### src/hdl/rwsp_pkg.sv
// Package: shared types, stream markers and the word analysis function of the hit parser.
`default_nettype none
package rwsp_pkg;

    // Stream markers
    localparam logic [31:0] MARK_END        = 32'hfafafafa;
    localparam logic [23:0] MARK_EVT_HEADER = 24'h564d32;
    localparam logic [31:0] MARK_EVT_EMPTY  = 32'h00564132;
    localparam logic [31:0] MARK_EQ_HEADER  = 32'hda1e5afe;
    localparam logic [31:0] MARK_EQ_START   = 32'h00000050;

    // Equipment header positions and checks
    localparam logic [4:0]  HDR_CNT_MAX     = 5'd31;
    localparam logic [4:0]  HDR_CHECK_POS   = 5'd3;
    localparam logic [31:0] HDR_CHECK_VALUE = 32'd7;
    localparam logic [4:0]  HDR_FE_POS      = 5'd22;

    // Event word positions
    localparam logic [1:0]  EVT_POS_CHIP    = 2'd1;
    localparam logic [1:0]  EVT_POS_TRIG    = 2'd2;
    localparam logic [1:0]  EVT_POS_DATA    = 2'd3;

    // Parser state apart from the word history and the wrap counter
    typedef struct packed {
        logic        in_event;
        logic        in_equip;
        logic [4:0]  hdr_cnt;
        logic [1:0]  evt_pos;
        logic        evt_par;
        logic [7:0]  frontend;
        logic [7:0]  chip;
        logic [31:0] trig;
    } t_state;

    // Outcome of analysing one word
    typedef struct packed {
        t_state st;
        logic   hit;
        logic   wrap_inc;
    } t_step;

    // Context of a step handed from the tracker to the hit decoder
    typedef struct packed {
        logic        hit;
        logic [7:0]  frontend_id;
        logic [7:0]  chip_id;
        logic [31:0] trigger_time;
        logic [31:0] trigger_wraps;
        logic [31:0] hit_word;
        logic [31:0] time_word;
    } t_hit_ctx;

    // One result item
    typedef struct packed {
        logic [7:0]  frontend_id;
        logic [7:0]  chip_id;
        logic [5:0]  channel;
        logic        hit_flag;
        logic        above_thr;
        logic [9:0]  amplitude;
        logic [11:0] bunch_id;
        logic [7:0]  fine_time;
        logic [31:0] trigger_time;
        logic [31:0] trigger_wraps;
    } t_hit;

    // Analyse word w with previous words p and pp
    function automatic t_step analyse(input t_state s, input logic [31:0] w,
                                      input logic [31:0] p, input logic [31:0] pp);
        t_step r;
        r.st       = s;
        r.hit      = 1'b0;
        r.wrap_inc = 1'b0;

        // headers and markers seen in the previous word
        if (p[31:8] == MARK_EVT_HEADER) begin
            r.st.in_event = 1'b1;
            r.st.in_equip = 1'b0;
            r.st.hdr_cnt  = '0;
            r.st.evt_pos  = '0;
            r.st.evt_par  = 1'b0;
        end else if (p == MARK_EVT_EMPTY) begin
            r.st.in_event = 1'b0;
        end else if (p == MARK_EQ_HEADER && w == MARK_EQ_START) begin
            r.st.in_event = 1'b0;
            if (pp != MARK_EQ_START) begin
                r.st.in_equip = 1'b1;
            end
        end

        // equipment header tracking
        if (r.st.in_equip) begin
            if (r.st.hdr_cnt != HDR_CNT_MAX) begin
                r.st.hdr_cnt = r.st.hdr_cnt + 5'd1;
            end
            if (r.st.hdr_cnt == HDR_CHECK_POS && w != HDR_CHECK_VALUE) begin
                r.st.in_equip = 1'b0;
            end
            if (r.st.hdr_cnt == HDR_FE_POS) begin
                r.st.frontend = p[7:0];
            end
        end

        // event body: chip id, trigger time, then word pairs
        if (r.st.in_event) begin
            if (r.st.evt_pos != EVT_POS_DATA) begin
                r.st.evt_pos = r.st.evt_pos + 2'd1;
            end
            r.st.evt_par = ~r.st.evt_par;
            if (r.st.evt_pos == EVT_POS_CHIP) begin
                r.st.chip = p[7:0];
            end else if (w[31:8] != MARK_EVT_HEADER && w != MARK_END) begin
                if (r.st.evt_pos == EVT_POS_TRIG) begin
                    r.wrap_inc = (r.st.trig > p);
                    r.st.trig  = p;
                end
                if (r.st.evt_pos == EVT_POS_DATA && !r.st.evt_par) begin
                    r.hit = 1'b1;
                end
            end
        end
        return r;
    endfunction

endpackage
`default_nettype wire

### src/hdl/rwsp_word_if.sv
// Interface: input channel carrying one raw readout word per request.
`default_nettype none
interface rwsp_word_if;
    logic        valid;
    logic        ready;
    logic [31:0] word;

    modport source (output valid, output word, input ready);
    modport sink   (input valid, input word, output ready);
endinterface
`default_nettype wire

### src/hdl/rwsp_hit_if.sv
// Interface: output channel carrying one decoded hit per request.
`default_nettype none
interface rwsp_hit_if;
    logic        valid;
    logic        ready;
    logic [7:0]  frontend_id;
    logic [7:0]  chip_id;
    logic [5:0]  channel;
    logic        hit_flag;
    logic        above_thr;
    logic [9:0]  amplitude;
    logic [11:0] bunch_id;
    logic [7:0]  fine_time;
    logic [31:0] trigger_time;
    logic [31:0] trigger_wraps;

    modport source (output valid, output frontend_id, output chip_id, output channel,
                    output hit_flag, output above_thr, output amplitude,
                    output bunch_id, output fine_time, output trigger_time,
                    output trigger_wraps, input ready);
    modport sink   (input valid, input frontend_id, input chip_id, input channel,
                    input hit_flag, input above_thr, input amplitude,
                    input bunch_id, input fine_time, input trigger_time,
                    input trigger_wraps, output ready);
endinterface
`default_nettype wire

### src/hdl/readout_word_stream_hit_parser_top.sv
// Top level: input register, tracker, hit decoder and result register.
//
//  Channel   Dir  Modport  Payload
//  i_word    in   sink     word[31:0] raw readout word
//  o_hit     out  source   frontend_id, chip_id, channel, hit_flag, above_thr,
//                          amplitude, bunch_id, fine_time, trigger_time, trigger_wraps
//
// One word per cycle sustained while o_hit keeps up; an accepted word is held in the
// input register and processed from there, and a hit is shown from the result register.
// Reset (synchronous, active low) clears the word history, all tracking state,
// the wrap counter and both valid flags.
// Every word, hit or not, needs a free or draining result register to advance;
// while a hit waits on o_hit one word sits in the input register and ready drops.
`default_nettype none
module readout_word_stream_hit_parser_top #(
    parameter int WRAP_WIDTH = 32
) (
    input  wire logic    i_clk,
    input  wire logic    i_rst_n,
    rwsp_word_if.sink    i_word,
    rwsp_hit_if.source   o_hit
);

    logic               r_in_valid;
    logic [31:0]        r_in_word;
    logic               r_out_valid;
    rwsp_pkg::t_hit     r_hit;

    logic               n_in_valid;
    logic               n_out_valid;

    logic               w_step;
    logic               w_accept;
    rwsp_pkg::t_hit_ctx w_ctx;
    rwsp_pkg::t_hit     w_hit;

    // Handshake: the held word is processed whenever the result register can take it
    assign w_step       = r_in_valid && (!r_out_valid || o_hit.ready);
    assign i_word.ready = !r_in_valid || w_step;
    assign w_accept     = i_word.valid && i_word.ready;

    always_comb begin
        n_in_valid = r_in_valid;
        if (w_accept) begin
            n_in_valid = 1'b1;
        end else if (w_step) begin
            n_in_valid = 1'b0;
        end
        n_out_valid = r_out_valid;
        if (w_step && w_ctx.hit) begin
            n_out_valid = 1'b1;
        end else if (o_hit.ready) begin
            n_out_valid = 1'b0;
        end
    end

    rwsp_tracker #(
        .WRAP_WIDTH (WRAP_WIDTH)
    ) u_tracker (
        .i_clk   (i_clk),
        .i_rst_n (i_rst_n),
        .i_step  (w_step),
        .i_word  (r_in_word),
        .o_ctx   (w_ctx)
    );

    rwsp_hit_decode u_decode (
        .i_ctx (w_ctx),
        .o_hit (w_hit)
    );

    // Valid flags
    always_ff @(posedge i_clk) begin
        if (!i_rst_n) begin
            r_in_valid  <= 1'b0;
            r_out_valid <= 1'b0;
        end else begin
            r_in_valid  <= n_in_valid;
            r_out_valid <= n_out_valid;
        end
    end

    // Payload registers
    always_ff @(posedge i_clk) begin
        if (w_accept) begin
            r_in_word <= i_word.word;
        end
        if (w_step && w_ctx.hit) begin
            r_hit <= w_hit;
        end
    end

    // Result port
    assign o_hit.valid          = r_out_valid;
    assign o_hit.frontend_id    = r_hit.frontend_id;
    assign o_hit.chip_id        = r_hit.chip_id;
    assign o_hit.channel        = r_hit.channel;
    assign o_hit.hit_flag       = r_hit.hit_flag;
    assign o_hit.above_thr      = r_hit.above_thr;
    assign o_hit.amplitude      = r_hit.amplitude;
    assign o_hit.bunch_id       = r_hit.bunch_id;
    assign o_hit.fine_time      = r_hit.fine_time;
    assign o_hit.trigger_time   = r_hit.trigger_time;
    assign o_hit.trigger_wraps  = r_hit.trigger_wraps;

endmodule
`default_nettype wire

### src/hdl/rwsp_tracker.sv
// Tracker: word history, header and event state, trigger wrap counter.
`default_nettype none
module rwsp_tracker #(
    parameter int WRAP_WIDTH = 32
) (
    input  wire logic               i_clk,
    input  wire logic               i_rst_n,
    input  wire logic               i_step,
    input  wire logic [31:0]        i_word,
    output rwsp_pkg::t_hit_ctx      o_ctx
);

    logic [31:0]           r_prev;
    logic [31:0]           r_prev2;
    rwsp_pkg::t_state      r_st;
    logic [WRAP_WIDTH-1:0] r_wrap;

    logic [31:0]           n_prev2;
    rwsp_pkg::t_state      n_st;
    logic [WRAP_WIDTH-1:0] n_wrap;

    rwsp_pkg::t_state      w_end_st;
    rwsp_pkg::t_step       w_phantom;
    rwsp_pkg::t_step       w_after_end;
    rwsp_pkg::t_step       w_normal;
    rwsp_pkg::t_step       w_res;
    logic                  w_end;
    logic [31:0]           w_wraps;

    // End marker: close the event, analyse a zero word, then the current word with no history
    always_comb begin
        w_end_st          = r_st;
        w_end_st.in_event = 1'b0;
        w_phantom   = rwsp_pkg::analyse(w_end_st, '0, '0, '0);
        w_after_end = rwsp_pkg::analyse(w_phantom.st, i_word, '0, '0);
        w_normal    = rwsp_pkg::analyse(r_st, i_word, r_prev, r_prev2);
        w_end       = (r_prev == rwsp_pkg::MARK_END);
        w_res       = w_end ? w_after_end : w_normal;
        n_st        = w_res.st;
        n_prev2     = w_end ? '0 : r_prev;
        n_wrap      = r_wrap + {{(WRAP_WIDTH-1){1'b0}}, w_res.wrap_inc};
    end

    // Low 32 bits of the wrap counter
    generate
        if (WRAP_WIDTH >= 32) begin : g_wide
            assign w_wraps = n_wrap[31:0];
        end else begin : g_narrow
            assign w_wraps = {{(32-WRAP_WIDTH){1'b0}}, n_wrap};
        end
    endgenerate

    // Context of this step, with the ids and trigger after the update
    always_comb begin
        o_ctx.hit           = w_res.hit;
        o_ctx.frontend_id   = n_st.frontend;
        o_ctx.chip_id       = n_st.chip;
        o_ctx.trigger_time  = n_st.trig;
        o_ctx.trigger_wraps = w_wraps;
        o_ctx.hit_word      = r_prev;
        o_ctx.time_word     = r_prev2;
    end

    // State registers
    always_ff @(posedge i_clk) begin
        if (!i_rst_n) begin
            r_prev  <= '0;
            r_prev2 <= '0;
            r_st    <= '0;
            r_wrap  <= '0;
        end else if (i_step) begin
            r_prev  <= i_word;
            r_prev2 <= n_prev2;
            r_st    <= n_st;
            r_wrap  <= n_wrap;
        end
    end

endmodule
`default_nettype wire

### src/hdl/rwsp_hit_decode.sv
// Hit decoder: bit reversal of the word pair, field extraction and Gray decode.
`default_nettype none
module rwsp_hit_decode (
    input  wire rwsp_pkg::t_hit_ctx i_ctx,
    output rwsp_pkg::t_hit          o_hit
);

    logic [31:0] w_s;
    logic [31:0] w_t;
    logic [11:0] w_gray;
    logic [11:0] w_g8;
    logic [11:0] w_g4;
    logic [11:0] w_g2;
    logic [11:0] w_bin;

    // Bit-reverse both words of the pair
    always_comb begin
        for (int i = 0; i < 32; i++) begin
            w_s[i] = i_ctx.hit_word[31-i];
            w_t[i] = i_ctx.time_word[31-i];
        end
    end

    // Gray to binary as a prefix XOR
    always_comb begin
        w_gray = {w_t[5:0], w_t[15:10]};
        w_g8   = w_gray ^ (w_gray >> 8);
        w_g4   = w_g8 ^ (w_g8 >> 4);
        w_g2   = w_g4 ^ (w_g4 >> 2);
        w_bin  = w_g2 ^ (w_g2 >> 1);
    end

    // Result fields
    always_comb begin
        o_hit.frontend_id    = i_ctx.frontend_id;
        o_hit.chip_id        = i_ctx.chip_id;
        o_hit.channel        = w_s[7:2];
        o_hit.hit_flag       = w_s[0];
        o_hit.above_thr      = w_s[1];
        o_hit.amplitude      = {w_t[17:16], w_t[31:24]};
        o_hit.bunch_id       = w_bin;
        o_hit.fine_time      = {w_t[9:8], w_t[23:18]};
        o_hit.trigger_time   = i_ctx.trigger_time;
        o_hit.trigger_wraps  = i_ctx.trigger_wraps;
    end

endmodule
`default_nettype wire

### src/flat_wrapper.sv
// flat-port wrapper written by rule: the top's interface ports become plain ports
module readout_word_stream_hit_parser_top_flat 
#(
    parameter int WRAP_WIDTH = 32
)
  (i_clk, i_rst_n, i_word_valid, i_word_word, i_word_ready, o_hit_valid, o_hit_frontend_id, o_hit_chip_id, o_hit_channel, o_hit_hit_flag, o_hit_above_thr, o_hit_amplitude, o_hit_bunch_id, o_hit_fine_time, o_hit_trigger_time, o_hit_trigger_wraps, o_hit_ready);
  rwsp_word_if i_word_i ();
  rwsp_hit_if o_hit_i ();
  input  wire logic i_clk;
  input  wire logic i_rst_n;
  input wire logic [$bits(i_word_i.valid)-1:0] i_word_valid;
  input wire logic [$bits(i_word_i.word)-1:0] i_word_word;
  output wire logic [$bits(i_word_i.ready)-1:0] i_word_ready;
  output wire logic [$bits(o_hit_i.valid)-1:0] o_hit_valid;
  output wire logic [$bits(o_hit_i.frontend_id)-1:0] o_hit_frontend_id;
  output wire logic [$bits(o_hit_i.chip_id)-1:0] o_hit_chip_id;
  output wire logic [$bits(o_hit_i.channel)-1:0] o_hit_channel;
  output wire logic [$bits(o_hit_i.hit_flag)-1:0] o_hit_hit_flag;
  output wire logic [$bits(o_hit_i.above_thr)-1:0] o_hit_above_thr;
  output wire logic [$bits(o_hit_i.amplitude)-1:0] o_hit_amplitude;
  output wire logic [$bits(o_hit_i.bunch_id)-1:0] o_hit_bunch_id;
  output wire logic [$bits(o_hit_i.fine_time)-1:0] o_hit_fine_time;
  output wire logic [$bits(o_hit_i.trigger_time)-1:0] o_hit_trigger_time;
  output wire logic [$bits(o_hit_i.trigger_wraps)-1:0] o_hit_trigger_wraps;
  input wire logic [$bits(o_hit_i.ready)-1:0] o_hit_ready;
  assign i_word_i.valid = i_word_valid;
  assign i_word_i.word = i_word_word;
  assign i_word_ready = i_word_i.ready;
  assign o_hit_valid = o_hit_i.valid;
  assign o_hit_frontend_id = o_hit_i.frontend_id;
  assign o_hit_chip_id = o_hit_i.chip_id;
  assign o_hit_channel = o_hit_i.channel;
  assign o_hit_hit_flag = o_hit_i.hit_flag;
  assign o_hit_above_thr = o_hit_i.above_thr;
  assign o_hit_amplitude = o_hit_i.amplitude;
  assign o_hit_bunch_id = o_hit_i.bunch_id;
  assign o_hit_fine_time = o_hit_i.fine_time;
  assign o_hit_trigger_time = o_hit_i.trigger_time;
  assign o_hit_trigger_wraps = o_hit_i.trigger_wraps;
  assign o_hit_i.ready = o_hit_ready;
  readout_word_stream_hit_parser_top #(.WRAP_WIDTH(WRAP_WIDTH)) u_core (.i_clk(i_clk), .i_rst_n(i_rst_n), .i_word(i_word_i), .o_hit(o_hit_i));
endmodule
### config.mk
export PLATFORM = sky130hd
export DESIGN_NAME = readout_word_stream_hit_parser_top_flat
export DESIGN_NICKNAME = d
export VERILOG_FILES = /design/src/hdl/rwsp_pkg.sv /design/src/hdl/rwsp_word_if.sv /design/src/hdl/rwsp_hit_if.sv /design/src/hdl/readout_word_stream_hit_parser_top.sv /design/src/hdl/rwsp_tracker.sv /design/src/hdl/rwsp_hit_decode.sv /design/src/flat_wrapper.sv
export SDC_FILE = /design/constraint.sdc
export NUM_CORES = 1
export LEC_CHECK = 0
export BUFFER_PORTS_ARGS = -buffer_cell sky130_fd_sc_hd__buf_2
export CELL_PAD_IN_SITES_DETAIL_PLACEMENT = 0
export CELL_PAD_IN_SITES_GLOBAL_PLACEMENT = 1
export CORE_UTILIZATION = 50
export CTS_BUF_LIST = sky130_fd_sc_hd__clkbuf_8 sky130_fd_sc_hd__clkbuf_16
export CTS_CLUSTER_SIZE = 14
export DETAILED_ROUTE_END_ITERATION = 6
export PLACE_DENSITY_LB_ADDON = 0.1
export SLEW_MARGIN = 25
export SYNTH_ARGS = -nofsm -noshare
export SYNTH_HDL_FRONTEND = slang
export SYNTH_SLANG_ARGS = --single-unit
### constraint.sdc
create_clock -name i_clk -period 31.5 [get_ports i_clk]
set_input_delay 1.575 -clock i_clk [delete_from_list [all_inputs] [get_ports i_clk]]
set_output_delay 1.575 -clock i_clk [all_outputs]
set_load 0.03 [all_outputs]
-- Yosys cells after proc, flatten, opt, wreduce, memory -nomap -nowiden
Cells that the tools add are included.
- flip-flop bits (word level): 306
- bits in latches: 0
- word-level logic and storage cells: 113
- ROM bits: 0
- memories: 0
- input port bits: 36
- output and inout port bits: 120
- memory bits (writable): 0
- shift-type cells: 0
- reduce and logical (&&, ||, !) cells: 15
- multiplexer cells: 40
- div/mod/pow operators: 0
- bitwise logic cells: 6
- eq/ne operators: 22
- multipliers: 0
- $lt $le $gt $ge: 1
- $add $sub $neg: 5
- operators by type and width (kind ; number):
    $mux 34 ; 2
    $eq 32x32->1 const B ; 2
    $mux 32 ; 2
    $mux 8 ; 8
    $mux 60 ; 1
    $mux 42 ; 1
    $add 32x1->32 ; 1
    $eq 32x23->1 const B ; 1
    $eq 32x7->1 const B ; 1
    $gt 32x32->1 ; 1
    $ne 32x3->1 const B ; 1
    $ne 32x32->1 const B ; 1
    $ne 32x7->1 const B ; 1
    $mux 5 ; 6
    $eq 24x23->1 const B ; 1
    $ne 24x23->1 const B ; 1
    $mux 6 ; 3
    $add 5x1->5 const B ; 3
    $eq 5x2->1 const B ; 3
    $eq 5x5->1 const B ; 3
    $ne 5x5->1 const B ; 3
    $mux 1 ; 12
    $xor 12x10->12 ; 1
    $xor 12x11->12 ; 1
    other kinds (14) ; 29

-- Depth between registers and ports, before layout
Gate-level depths: netlist (run 1).
- word-level depth: 16
- mapped depth: 21
- depth with buffers taken out: 20

-- Modules after synthesis
Synthesis (run 1) repeated with hierarchy kept, for this count alone.
- cell total of the unflattened synthesis: 1417
- area, all modules: 15088.2 um^2
- modules (own cells, without submodules) (module ; cells an instance ; sequential area each (um^2) ; instances ; area each (um^2)):
    rwsp_tracker ; 1125 ; 3083.0 ; 1 ; 9404.0
    readout_word_stream_hit_parser_top ; 163 ; 4544.4 ; 1 ; 4616.9
    rwsp_hit_decode ; 129 ; 0.0 ; 1 ; 1067.3

-- Worst setup path after synthesis (run 1)
No wires, ideal clock.
- path type: input-to-reg
- start: in o_hit_ready
- end: reg u_core.r_hit, in the netlist u_core.o_hit.above_thr, enable pin
- data required time: 30758 ps
- setup time: 742 ps
- stages on the path: 7
- setup slack: 20361 ps
- buffers on the path: 1
- arrival: 10397 ps
- cell sequence: nand2b_1 > and2_1 > clkbuf_1 > nand2_1 > nor2_1 > nand2_1 > nor3_1
- longest elaborated chain between the ends: 3
- ends and longest elaborated chain (what ; RTL line ; text):
    start, declared ; flat_wrapper.sv:25 ; input wire logic [$bits(o_hit_i.ready)-1:0] o_hit_ready;
    $logic_or 1x1->1 ; readout_word_stream_hit_parser_top.sv:38 ; assign w_step = r_in_valid && (!r_out_valid || o_hit.ready);
    $logic_and 1x1->1 ; readout_word_stream_hit_parser_top.sv:38 ;
    $logic_and 1x1->1 ; readout_word_stream_hit_parser_top.sv:88 ; if (w_step && w_ctx.hit) begin
    end signal, assigned ; readout_word_stream_hit_parser_top.sv:89 ; r_hit <= w_hit;
    end, declared ; readout_word_stream_hit_parser_top.sv:27 ; rwsp_pkg::t_hit r_hit;
Every way passes these cells.
A chain may end at the register's enable or synchronous reset.

-- Worst setup path in the final report (run 1)
- start: reg u_core.u_tracker.r_prev[2]
- end: reg u_core.u_tracker.r_wrap[24]
- longest elaborated chain between the ends: 8
- elaborated cells on any way between the ends: 14
- classes of those cells: 1 x add/sub; 1 x order compare; 3 x eq/ne; 8 x mux; 1 x reduce/logical
- ends and longest elaborated chain (what ; RTL line ; text):
    start, declared ; rwsp_tracker.sv:13 ; logic [31:0] r_prev;
    start signal, assigned ; rwsp_tracker.sv:72 ; r_prev <= i_word;
    branches (longest 6 deep; another with $gt 32x32->1) ; n/a ;
    $mux 60 * ; rwsp_tracker.sv:38 ; w_res = w_end ? w_after_end : w_normal;
    $add 32x1->32 * ; rwsp_tracker.sv:41 ; n_wrap = r_wrap + {{(WRAP_WIDTH-1){1'b0}}, w_res.wrap_inc};
    end signal, assigned ; rwsp_tracker.sv:75 ; r_wrap <= n_wrap;
    end, declared ; rwsp_tracker.sv:16 ; logic [WRAP_WIDTH-1:0] r_wrap;
Every way passes the cells marked *.

==> impl_metrics.csv, run 1 <==
group,metric,value,unit
floorplan,ios,156,
pwr,max-vdd-ir-drop,0.04496,mV
min_path,holdPathStages,0,
critical_path,crit_arrival,6.12,ns
finish,multi_input_area,5489,µm²
synth,postSynthCellCount,1298,
synth,ys_async_sr_fraction,0,
flow_run,cap_violations,0,
timing,max_freq,0.1762,GHz
placement,placed_area,14580,µm²
critical_path,critPathCaptureType,"register",
cts,cts_hold_buf,0,
critical_path,critical_path_class,"reg -> reg",
detailed_routing,first_pass_iters,6,
critical_path,crit_chain,"nor4b_1 -> and4_1 -> a41oi_1 -> a21bo_2 -> or4_2 -> buf_4 -> nor2_1 -> o31a_1 -> ha_1 -> ha_1 -> nand4_1 -> or4_1 -> nor4_2 -> nand3_1 -> nor2_1 -> nand3_1 -> or3_1 -> a21boi_1",
synth,yosys.area.top_type,"edfxtp_1",
critical_path,rr_startpoint,"u_core.u_tracker.r_prev[2]",
global_route,antenna_found_initial,0,
synth,synth_cell_type_count,69,
finish,nets,1504,
synth,postSynthAreaPerCell,10.47,µm²
placement,dp_hpwl,23450,µm
min_path,min_to,"u_core.o_hit.amplitude[1]",
synth,synthesis.nets,1375,
cts,insertion_delay,0.51,ns
detailed_routing,wire_per_inst,18.59,µm
global_route,grt_max_degree,82,
finish,final_cell_area,15680,µm²
placement,dp_cells,1726,
cts,postCtsSetupRepairBufs,0,
finish,seq_area,7627,µm²
synth,ys_warn_count,0,
timing,worst_pin_slew,0.9755,ns
global_route,grt_pass1_vias,9125,
cts,clock-sinks,306,
floorplan,dieArea,27850,µm²
cts,path_clk_slew,0.06,ns
finish,nFillCells,2261,
finish,utilization,0.5951,
floorplan,die_w,166.9,µm
critical_path,critPathMaxFanout,66,
placement,io_buffers,155,
synth,syn_area,13600,µm²
detailed_routing,drc,0,
timing,final.setup.tns,0,ns
critical_path,r2r_setup_slack,25.82,ns
detailed_routing,drt_iter0_drc,940,
critical_path,critPathLaunchType,"register",
synth,synth-seq-cells,306,
timing,slew_headroom,0.3329,
placement,place_congestion,0.8756,
cts,htree_levels,2,
critical_path,critPathMaxStageDelay,0.64,ns
min_path,hp-start,"u_core.u_tracker.r_prev2[6]",
floorplan,coreArea,26350,µm²
pwr,p_per_area,53.94,nW/µm²
synth,netlist.area_leader.share,0.3313,
critical_path,required,31.94,ns
timing,skew,0.007270,ns
cts,cts_tree,"done",
floorplan,initial_core_util,0.5159,
synth,ys.flop_type,"dfxtp_1",
synth,synth-edff-count,150,
critical_path,slowest_stage,"or4_2",
detailed_routing,via_count,9740,
detailed_routing,vias_per_cell,5.447,
status,status,"finished clean",
critical_path,rr_worst_depth,18,
detailed_routing,ant_nets,0,
cts,cts-resized-gates,0,
global_route,grt_pass1_wl,51960,µm
critical_path,critPathTopFamily,"simple AND/OR/NAND/NOR gates",
critical_path,crit_buf_inv,1,
pwr,p_leak,6.245,nW
synth,yosys-top-cells-area,"edfxtp_1, dfxtp_1, nand2_1, a21boi_0, ha_1",
min_path,holdCritPathClass,"reg -> reg",
synth,ys_seq_area_frac,0.5610,
global_route,grt_util_all_layers,0.2400,
finish,area_delta_synth_final,15.36,%
global_route,grt-ovfl-total,0,
finish,fin_cells,1788,
floorplan,die_h,166.9,µm
timing,final_hold_viol_count,0,
finish,num_antenna_cells,0,
synth,yosysMostFrequentCell,"nand2_1",
cts,cts_buffer_depth,3,
cts,cts_buffers,34,
floorplan,num_rows,59,
critical_path,reg2reg_to,"u_core.u_tracker.r_wrap[24]",
finish,drive_above_1_share,0.1769,
timing,layout_min_cycle_time,5.675,ns
timing,rsz0062_at_grt,"no",
timing,setup_viol,0,
detailed_routing,wirelength,33230,µm
pwr,power,0.0008460,W
timing,period_share,0.1802,
cts,root_buffer,"clkbuf_16",
timing,finalMaxSlewViolations,0,
synth,ys_top_cells_by_count,"nand2_1, dfxtp_1, edfxtp_1",
-- area by class of cell --
cell class                 instances  area share
clock inverter                    22    0.007738
timing repair buffer             166     0.05489
sequential                       306      0.4863
inverter                          50     0.01197
tap                              335     0.02673
clock buffer                      40     0.06239
multi-input combinational        869      0.3500
-- cells by family after synthesis --
family / synth area share
DFF: 0.5610
muxes: 0.01804
and+or+nand+nor: 0.1780
adders and majority gates: 0.03773
xor gates and xnor gates: 0.04519
buffers and inverters: 0.03598
AOI/OAI and AO/OA: 0.1241
-- how the worst max path moves through the flow --
stage                                     start                          end  slack (ns)  depth (start not counted)
floorplan                           o_hit_ready       u_core.o_hit.above_thr       20.36                          7
global placement    u_core.u_tracker.r_prev[29]  u_core.u_tracker.r_wrap[24]       25.97                         18
detailed placement   u_core.u_tracker.r_prev[2]  u_core.u_tracker.r_wrap[24]       25.91                         18
CTS                 u_core.u_tracker.r_prev[29]  u_core.u_tracker.r_wrap[24]       25.87                         18
global route        u_core.u_tracker.r_prev[29]  u_core.u_tracker.r_wrap[24]       25.48                         18
finish               u_core.u_tracker.r_prev[2]  u_core.u_tracker.r_wrap[24]       25.82                         18
-- routing by layer --
| metal | global-route usage | part of all wire | up-vias |
|---|---|---|---|
| li1 | - | - | 4822 |
| met1 | 0.3690 | 0.50 | 4561 |
| met2 | 0.3393 | 0.42 | 307 |
| met3 | 0.04135 | 0.065 | 50 |
| met4 | 0.07729 | 0.023 | 0 |
| met5 | 0 | 0 | - |
-- stage by stage --
| step | setup slack, ns | hold WS (ns) |
|---|---|---|
| 3_5_place_dp | 25.91 | 0.4491 |
| 6_report | 25.82 | 0.4650 |
| 4_1_cts | 25.87 | 0.4642 |
| 2_1_floorplan | 20.36 | 0.4220 |
| 5_1_grt | 25.48 | 0.4835 |
| 3_3_place_gp | 25.97 | 0.4454 |
-- state kept, by name, summed over array words and instances (netlist names), 6 cells and up --
signal / flops
u_core.o_hit.chip_id: 8
u_core.o_hit.amplitude: 10
u_core.o_hit.trigger_time: 32
u_core.u_tracker.r_prev2: 32
u_core.o_hit.bunch_id: 12
u_core.o_hit.trigger_wraps: 32
u_core.u_tracker.r_wrap: 32
u_core.u_tracker.r_prev: 32
u_core.o_hit.fine_time: 8
u_core.r_in_word: 32
u_core.o_hit.frontend_id: 8
u_core.u_tracker.r_st: 58
u_core.o_hit.channel: 6
-- where the power goes --
part | total [W] | internal (W) | switching (W) | leakage, nW
logic | 0.0000313 | 0.0000118 | 0.0000195 | 2.76
registers | 0.000432 | 0.000422 | 0.00000942 | 2.89
clock network | 0.000383 | 0.000229 | 0.000154 | 0.592
-- layout by cell type, fill, tap and decap left out, drive strengths merged, types with 3 or more instances in the layout --
master    n
a21boi  110
a21o      6
a21oi    21
a221oi    3
a22o     16
a31oi     3
and2     24
and3      3
buf     166
clkbuf   40
clkinv    8
dfxtp   156
edfxtp  150
ha       41
inv      63
mux2     12
mux2i    11
nand2   252
nand2b    6
nand3    51
nand4    26
nand4b    4
nor2     36
nor2b    19
nor3     21
nor4     17
nor4b     6
o21a      4
o21ai    57
or2       5
or3      11
or4       8
xnor2    38
xor2     27
-- worst reg2reg max path: cells and delay by family, from the launching register on --
kind	cells	cell delay, ns
buf+inv	1	0.31
compound gates	4	0.78
fa+ha+maj	2	0.42
simple gates	11	3.51
flops	1	0.60
No activity file was read; power rests on OpenSTA's default activity.
==> inputs of run 2 (changes only) <==
--- a/config.mk
+++ b/config.mk
@@ -8,7 +8,7 @@
 export BUFFER_PORTS_ARGS = -buffer_cell sky130_fd_sc_hd__buf_2
 export CELL_PAD_IN_SITES_DETAIL_PLACEMENT = 0
 export CELL_PAD_IN_SITES_GLOBAL_PLACEMENT = 1
-export CORE_UTILIZATION = 50
+export CORE_UTILIZATION = 42
 export CTS_BUF_LIST = sky130_fd_sc_hd__clkbuf_8 sky130_fd_sc_hd__clkbuf_16
 export CTS_CLUSTER_SIZE = 14
 export DETAILED_ROUTE_END_ITERATION = 6
==> constraint.sdc (replaced) <==
create_clock -name i_clk -period 4.9 [get_ports i_clk]
set_input_delay 0.245 -clock i_clk [delete_from_list [all_inputs] [get_ports i_clk]]
set_output_delay 0.245 -clock i_clk [all_outputs]
set_load 0.03 [all_outputs]
==> impl_metrics.csv, run 2 (synthesis gave the netlist of run 1 again) <==
group,metric,value,unit
finish,largest_reg_flops,58,
finish,nFillCells,2908,
placement,io_buffers,155,
floorplan,die_w,181.9,µm
global_route,grt-ovfl-total,0,
global_route,grt_pass1_vias,9585,
pwr,p_per_area,335.3,nW/µm²
critical_path,critPathCaptureType,"register",
cts,cts_tree,"done",
placement,dp_hpwl,23990,µm
finish,final_cell_mix,"nand2_1, buf_2, dfxtp_1",
critical_path,reg2reg_to,"u_core.u_tracker.r_wrap[24]",
floorplan,coreArea,31720,µm²
timing,layout_min_cycle_time,4.628,ns
placement,place_worst_setup_slack,0.01211,ns
critical_path,required,5.32,ns
finish,area_delta_synth_final,20.90,%
detailed_routing,ant_nets,0,
global_route,antenna_found_initial,1,
cts,root_buffer,"clkbuf_16",
critical_path,critPathLaunchType,"register",
critical_path,rr_startpoint,"u_core.u_tracker.r_prev[2]",
detailed_routing,drt_iter0_drc,646,
cts,htree_levels,2,
finish,multi_input_area,5504,µm²
flow_run,cap_violations,0,
status,status,"finished clean",
cts,postCtsSetupRepairBufs,0,
cts,cts_buffer_depth,3,
min_path,holdPathStages,3,
timing,skew,0.02562,ns
global_route,grt_max_degree,118,
placement,dp_cells,1834,
finish,layout.cells.most_common,"nand2_1",
finish,drive_above_1_share,0.1991,
min_path,min_to,"u_core.o_hit.valid",
timing,final.setup.tns,0,ns
critical_path,crit_arrival,5.05,ns
floorplan,ios,156,
timing,rsz0062_at_grt,"no",
critical_path,rr_worst_depth,17,
timing,setup_viol,0,
timing,worst_pin_slew,0.8626,ns
detailed_routing,drc,0,
timing,max_freq,0.2161,GHz
min_path,holdCritPathClass,"in -> reg",
floorplan,dieArea,33090,µm²
cts,clock-sinks,306,
cts,cts_buffers,35,
finish,nets,1579,
timing,finalMaxSlewViolations,0,
detailed_routing,wirelength,34960,µm
placement,place_congestion,0.8510,
finish,num_antenna_cells,0,
detailed_routing,via_count,10060,
finish,top_register,"u_core.u_tracker.r_st",
detailed_routing,wire_per_inst,18.12,µm
timing,period_share,0.9445,
floorplan,num_rows,65,
timing,final_hold_viol_count,0,
finish,utilization,0.5182,
finish,fin_cells,1929,
timing,setup_ws,0.2717,ns
finish,seq_area,7632,µm²
detailed_routing,first_pass_iters,5,
floorplan,initial_core_util,0.4286,
timing,slew_headroom,0.4250,
cts,path_clk_slew,0.06,ns
critical_path,critical_path_class,"reg -> reg",
global_route,grt_pass1_wl,54140,µm
pwr,p_leak,6.592,nW
critical_path,critPathMaxFanout,4,
pwr,max-vdd-ir-drop,0.2681,mV
floorplan,die_h,181.9,µm
detailed_routing,vias_per_cell,5.214,
min_path,hp-start,"o_hit_ready",
global_route,grt_util_all_layers,0.2120,
critical_path,r2r_setup_slack,0.27,ns
cts,insertion_delay,0.51,ns
==> run 2: report_power, final <==
group / switching, W / total [W] / leakage (nW) / internal (W)
clock: 0.00102 / 0.00250 / 0.569 / 0.00148
combinational: 0.000153 / 0.000260 / 3.13 / 0.000108
sequential: 0.0000405 / 0.00275 / 2.90 / 0.00271
==> run 2: worst max-delay path, stage by stage, from the launching register on <==
cell and delay, ns:
dfxtp_1 0.38, nor4b_1 0.08, and4_1 0.23, a41oi_1 0.17, a21bo_2 0.24, or4_2 0.73, nor2_1 0.14, o31a_1 0.19
ha_1 0.18, ha_1 0.16, nand4_1 0.14, or4_1 0.60, nor4_4 0.28, nand3_1 0.17, nor2_2 0.19, nand3_1 0.14
or3_1 0.37, a21boi_1 0.15
==> run 2: timing repair <==
action / in CTS / in global routing
gates resized for setup: 1 / 5
hold endpoints to repair: 33 / 0
pin swaps: 0 / 1
setup endpoints to repair: 1 / 6
hold buffers: 33 / 0
==> run 2: metal layers <==
metal	vias to the layer above	GRT usage	share of wire	wire [µm]
met1	4777	0.3112	0.49	17270
met3	53	0.03049	0.045	1574
met2	246	0.3238	0.44	15330
met4	0	0.06151	0.022	777
li1	4982	-	-	-
met5	-	0	0	0
==> run 2: area by class of cell <==
type | instances | area share
Sequential cell | 306 | 0.4643
Multi-Input combinational cell | 869 | 0.3349
Timing Repair Buffer | 240 | 0.09195
Clock buffer | 40 | 0.05747
Tap cell | 402 | 0.03060
Inverter | 50 | 0.01142
Clock inverter | 22 | 0.009363
==> run 2: how the worst max path moves through the flow <==
stage | start | slack [ns] | endpoint
floorplan | u_core.u_tracker.r_prev[2] | 0.15 | u_core.o_hit.above_thr
global placement | u_core.u_tracker.r_prev[2] | 0.16 | u_core.u_tracker.r_wrap[30]
detailed placement | u_core.u_tracker.r_prev[7] | 0.01 | u_core.u_tracker.r_wrap[24]
CTS | u_core.u_tracker.r_prev[6] | 0.04 | u_core.u_tracker.r_wrap[24]
global route | u_core.u_tracker.r_prev[29] | 0.004 | u_core.u_tracker.r_wrap[24]
finish | u_core.u_tracker.r_prev[2] | 0.27 | u_core.u_tracker.r_wrap[24]
==> run 2: through the flow <==
stage | hold slack (ns) | total power, W | area, µm²
5_1_grt | 0.1161 | 0.005714 | 16440
2_1_floorplan | 0.3439 | 0.002943 | 13610
6_report | 0.1188 | 0.005512 | 16440
4_1_cts | 0.1082 | 0.005569 | 16430
3_3_place_gp | 0.4214 | 0.003046 | 14990
3_5_place_dp | 0.4231 | 0.003048 | 14990
==> inputs of run 3 (changes only) <==
--- a/config.mk
+++ b/config.mk
@@ -5,10 +5,12 @@
 export SDC_FILE = /design/constraint.sdc
 export NUM_CORES = 1
 export LEC_CHECK = 0
+export ABC_AREA = 1
 export BUFFER_PORTS_ARGS = -buffer_cell sky130_fd_sc_hd__buf_2
 export CELL_PAD_IN_SITES_DETAIL_PLACEMENT = 0
 export CELL_PAD_IN_SITES_GLOBAL_PLACEMENT = 1
-export CORE_UTILIZATION = 42
+export CORE_ASPECT_RATIO = 1.5
+export CORE_UTILIZATION = 40
 export CTS_BUF_LIST = sky130_fd_sc_hd__clkbuf_8 sky130_fd_sc_hd__clkbuf_16
 export CTS_CLUSTER_SIZE = 14
 export DETAILED_ROUTE_END_ITERATION = 6
==> impl_metrics.csv, run 3 <==
group,metric,value,unit
timing,skew,0.01033,ns
synth,yosys.area.top_type,"edfxtp_1",
min_path,holdCritPathClass,"in -> reg",
cts,clock-sinks,306,
floorplan,num_rows,85,
critical_path,crit_arrival,4.81,ns
finish,layout.cells.most_common,"nand2_1",
synth,yosysMostFrequentCell,"nand2_1",
global_route,grt-ovfl-total,0,
synth,synth_cell_type_count,50,
critical_path,critPathCaptureType,"register",
global_route,use_met1,0.2555,
finish,multi_input_area,5982,µm²
cts,path_clk_slew,0.07,ns
finish,seq_area,7627,µm²
detailed_routing,wirelength,46740,µm
detailed_routing,via_count,12280,
cts,cts_tree,"done",
critical_path,critPathMaxStageDelay,0.53,ns
timing,worst_hold_slack,0.02898,ns
cts,cts_buffers,31,
global_route,met3_usage,0.02306,
global_route,grt_pass1_wl,70460,µm
placement,dp_hpwl,34340,µm
pwr,p_leak,7.394,nW
synth,synthAdderAreaFrac,0.03486,
critical_path,critPathLaunchType,"register",
pwr,power,0.005675,W
finish,area_delta_synth_final,16.77,%
finish,final_cell_mix,"nand2_1, nor2_1, inv_1",
cts,htree_levels,1,
critical_path,required,5.43,ns
synth,synth_compound_area_frac,0.07932,
synth,synth-seq-cells,306,
cts,postCtsSetupRepairBufs,0,
finish,nets,1999,
timing,worst_pin_slew,0.8100,ns
floorplan,die_w,158.6,µm
synth,postSynthCellCount,1751,
cts,root_buffer,"clkbuf_16",
synth,postSynthAreaPerCell,8.405,µm²
finish,top_register,"u_core.u_tracker.r_st",
critical_path,critPathMaxFanout,9,
cts,cts_buffer_depth,3,
finish,nFillCells,3595,
finish,final_cell_area,17180,µm²
floorplan,ios,156,
critical_path,critPathMostFrequentCell,"nor2_1",
synth,yosys.area_share.simple,0.2574,
detailed_routing,wire_per_inst,19.28,µm
floorplan,dieArea,37580,µm²
pwr,max-vdd-ir-drop,0.2694,mV
synth,synthesis.nets,1828,
global_route,grt_util_all_layers,0.2532,
finish,utilization,0.4766,
cts,cts_hold_buf,34,
finish,largest_reg_flops,58,
floorplan,coreArea,36050,µm²
synth,ys.flop_type,"dfxtp_1",
global_route,use_met2,0.4807,
placement,io_buffers,155,
placement,placed_area,15890,µm²
timing,layout_min_cycle_time,4.284,ns
detailed_routing,ant_nets,0,
synth,ys_async_sr_fraction,0,
finish,drive_above_1_share,0.1470,
floorplan,die_h,236.9,µm
pwr,p_per_area,330.3,nW/µm²
status,status,"finished clean",
timing,max_freq,0.2334,GHz
timing,slew_headroom,0.4600,
critical_path,crit_chain,"inv_1 -> ha_1 -> nand4_1 -> nor3_1 -> nand2_1 -> o21ai_0 -> o41ai_1 -> nor2_1 -> ha_1 -> ha_1 -> nand3_1 -> nor2_1 -> nand3_1 -> nor2_1 -> nand3_1 -> nor2_1 -> xor2_1 -> o21ai_1 -> inv_1",
global_route,grt.busiest_layer,"met2",
timing,final.setup.tns,0,ns
detailed_routing,drc,0,
synth,ys_top_cells_by_count,"nand2_1, nor2_1, inv_1",
critical_path,startpoint,"u_core.u_tracker.r_prev[30]",
global_route,grt_max_degree,80,
synth,synth_xor_area_frac,0.03418,
detailed_routing,drt_iter0_drc,697,
synth,yosys-mux-area-fraction,0,
critical_path,critical_path_class,"reg -> reg",
timing,finalMaxSlewViolations,0,
critical_path,crit_end,"u_core.u_tracker.r_wrap[20]",
timing,rsz0062_at_grt,"no",
timing,final_hold_viol_count,0,
critical_path,slowest_stage,"nor2_1",
timing,setup_viol,0,
global_route,grt_pass1_vias,12150,
critical_path,reg2reg_to,"u_core.u_tracker.r_wrap[20]",
flow_run,cap_violations,0,
finish,num_antenna_cells,0,
detailed_routing,first_pass_iters,5,
cts,cts-resized-gates,0,
synth,netlist.area_leader.share,0.3061,
synth,ys_warn_count,0,
detailed_routing,vias_per_cell,5.068,
synth,syn_area,14720,µm²
synth,yosys-top-cells-area,"edfxtp_1, dfxtp_1, nand2_1, nor2_1, inv_1",
placement,place_congestion,0.9239,
floorplan,initial_core_util,0.4082,
timing,period_share,0.8744,
critical_path,rr_worst_depth,19,
global_route,antenna_found_initial,0,
synth,ys_seq_area_frac,0.5183,
critical_path,rr_startpoint,"u_core.u_tracker.r_prev[30]",
cts,insertion_delay,0.58,ns
critical_path,r2r_setup_slack,0.62,ns
synth,synth-edff-count,150,
synth,synth_top_family_by_area,"simple AND/OR/NAND/NOR gates",
## run 3: cell types whose count changed after synthesis, moves of 56 or more
cell / delta
nor2_1: +190
nand2_1: +143
inv_1: +122
a21boi_0: -105
a21oi_1: +100
nand3_1: +56
## run 3: worst min-delay path by stage
stage                    start                    to  slack, ns  cells after the start
2_1_floorplan   i_word_word[0]   u_core.r_in_word[0]       0.34                      0
3_3_place_gp   i_word_word[18]  u_core.r_in_word[18]       0.42                      1
3_5_place_dp   i_word_word[22]  u_core.r_in_word[22]       0.42                      1
4_1_cts            o_hit_ready    u_core.o_hit.valid      0.008                      4
5_1_grt            o_hit_ready    u_core.o_hit.valid       0.04                      4
6_report           o_hit_ready    u_core.o_hit.valid       0.03                      4
## run 3: stage by stage
| step | setup slack, ns | instances |
|---|---|---|
| floorplan | 0.7411 | 1751 |
| global placement | 0.7221 | 2333 |
| detailed placement | 0.6225 | 2333 |
| CTS | 0.6132 | 2424 |
| global route | 0.2718 | 2424 |
| finish | 0.6156 | 2424 |
## run 3: metal layers
| metal | share of wire | routed length, µm |
|---|---|---|
| met5 | 0 | 0 |
| met3 | 0.030 | 1424 |
| met4 | 0.071 | 3337 |
| met1 | 0.36 | 16630 |
| met2 | 0.54 | 25340 |
## run 3: cell families (layout without fill, tap and decap cells)
| family | Yosys count | count (layout) |
|---|---|---|
| adders and majority gates | 41 | 41 |
| xor gates and xnor gates | 54 | 54 |
| and+or+nand+nor | 865 | 865 |
| AOI/OAI and AO/OA | 219 | 219 |
| DFF | 306 | 306 |
| buffers and inverters | 266 | 461 |
## run 3: final cells by class
cell class                      count  area share
Clock buffer                       32     0.04594
Clock inverter                     25    0.009466
Inverter                          193     0.04252
Multi-Input combinational cell   1179      0.3481
Sequential cell                   306      0.4439
Tap cell                          478     0.03480
Timing Repair Buffer              211     0.07529
## run 3: power breakdown
group / leakage (nW) / switching (W) / internal, W / total [W]
clock network: 0.509 / 0.00103 / 0.00126 / 0.00229
logic: 4.26 / 0.000326 / 0.000183 / 0.000509
registers: 2.62 / 0.000102 / 0.00278 / 0.00288
## run 3: worst max-delay path: cells and delay by family, from the launching register on
family	cells	cell delay, ns
flip-flops	1	0.52
buffers and inverters	2	0.25
AND/OR/NAND/NOR	10	2.14
adder cells (fa/ha/maj)	3	0.73
AO/OA/AOI/OAI	3	0.39
XOR/XNOR	1	0.20
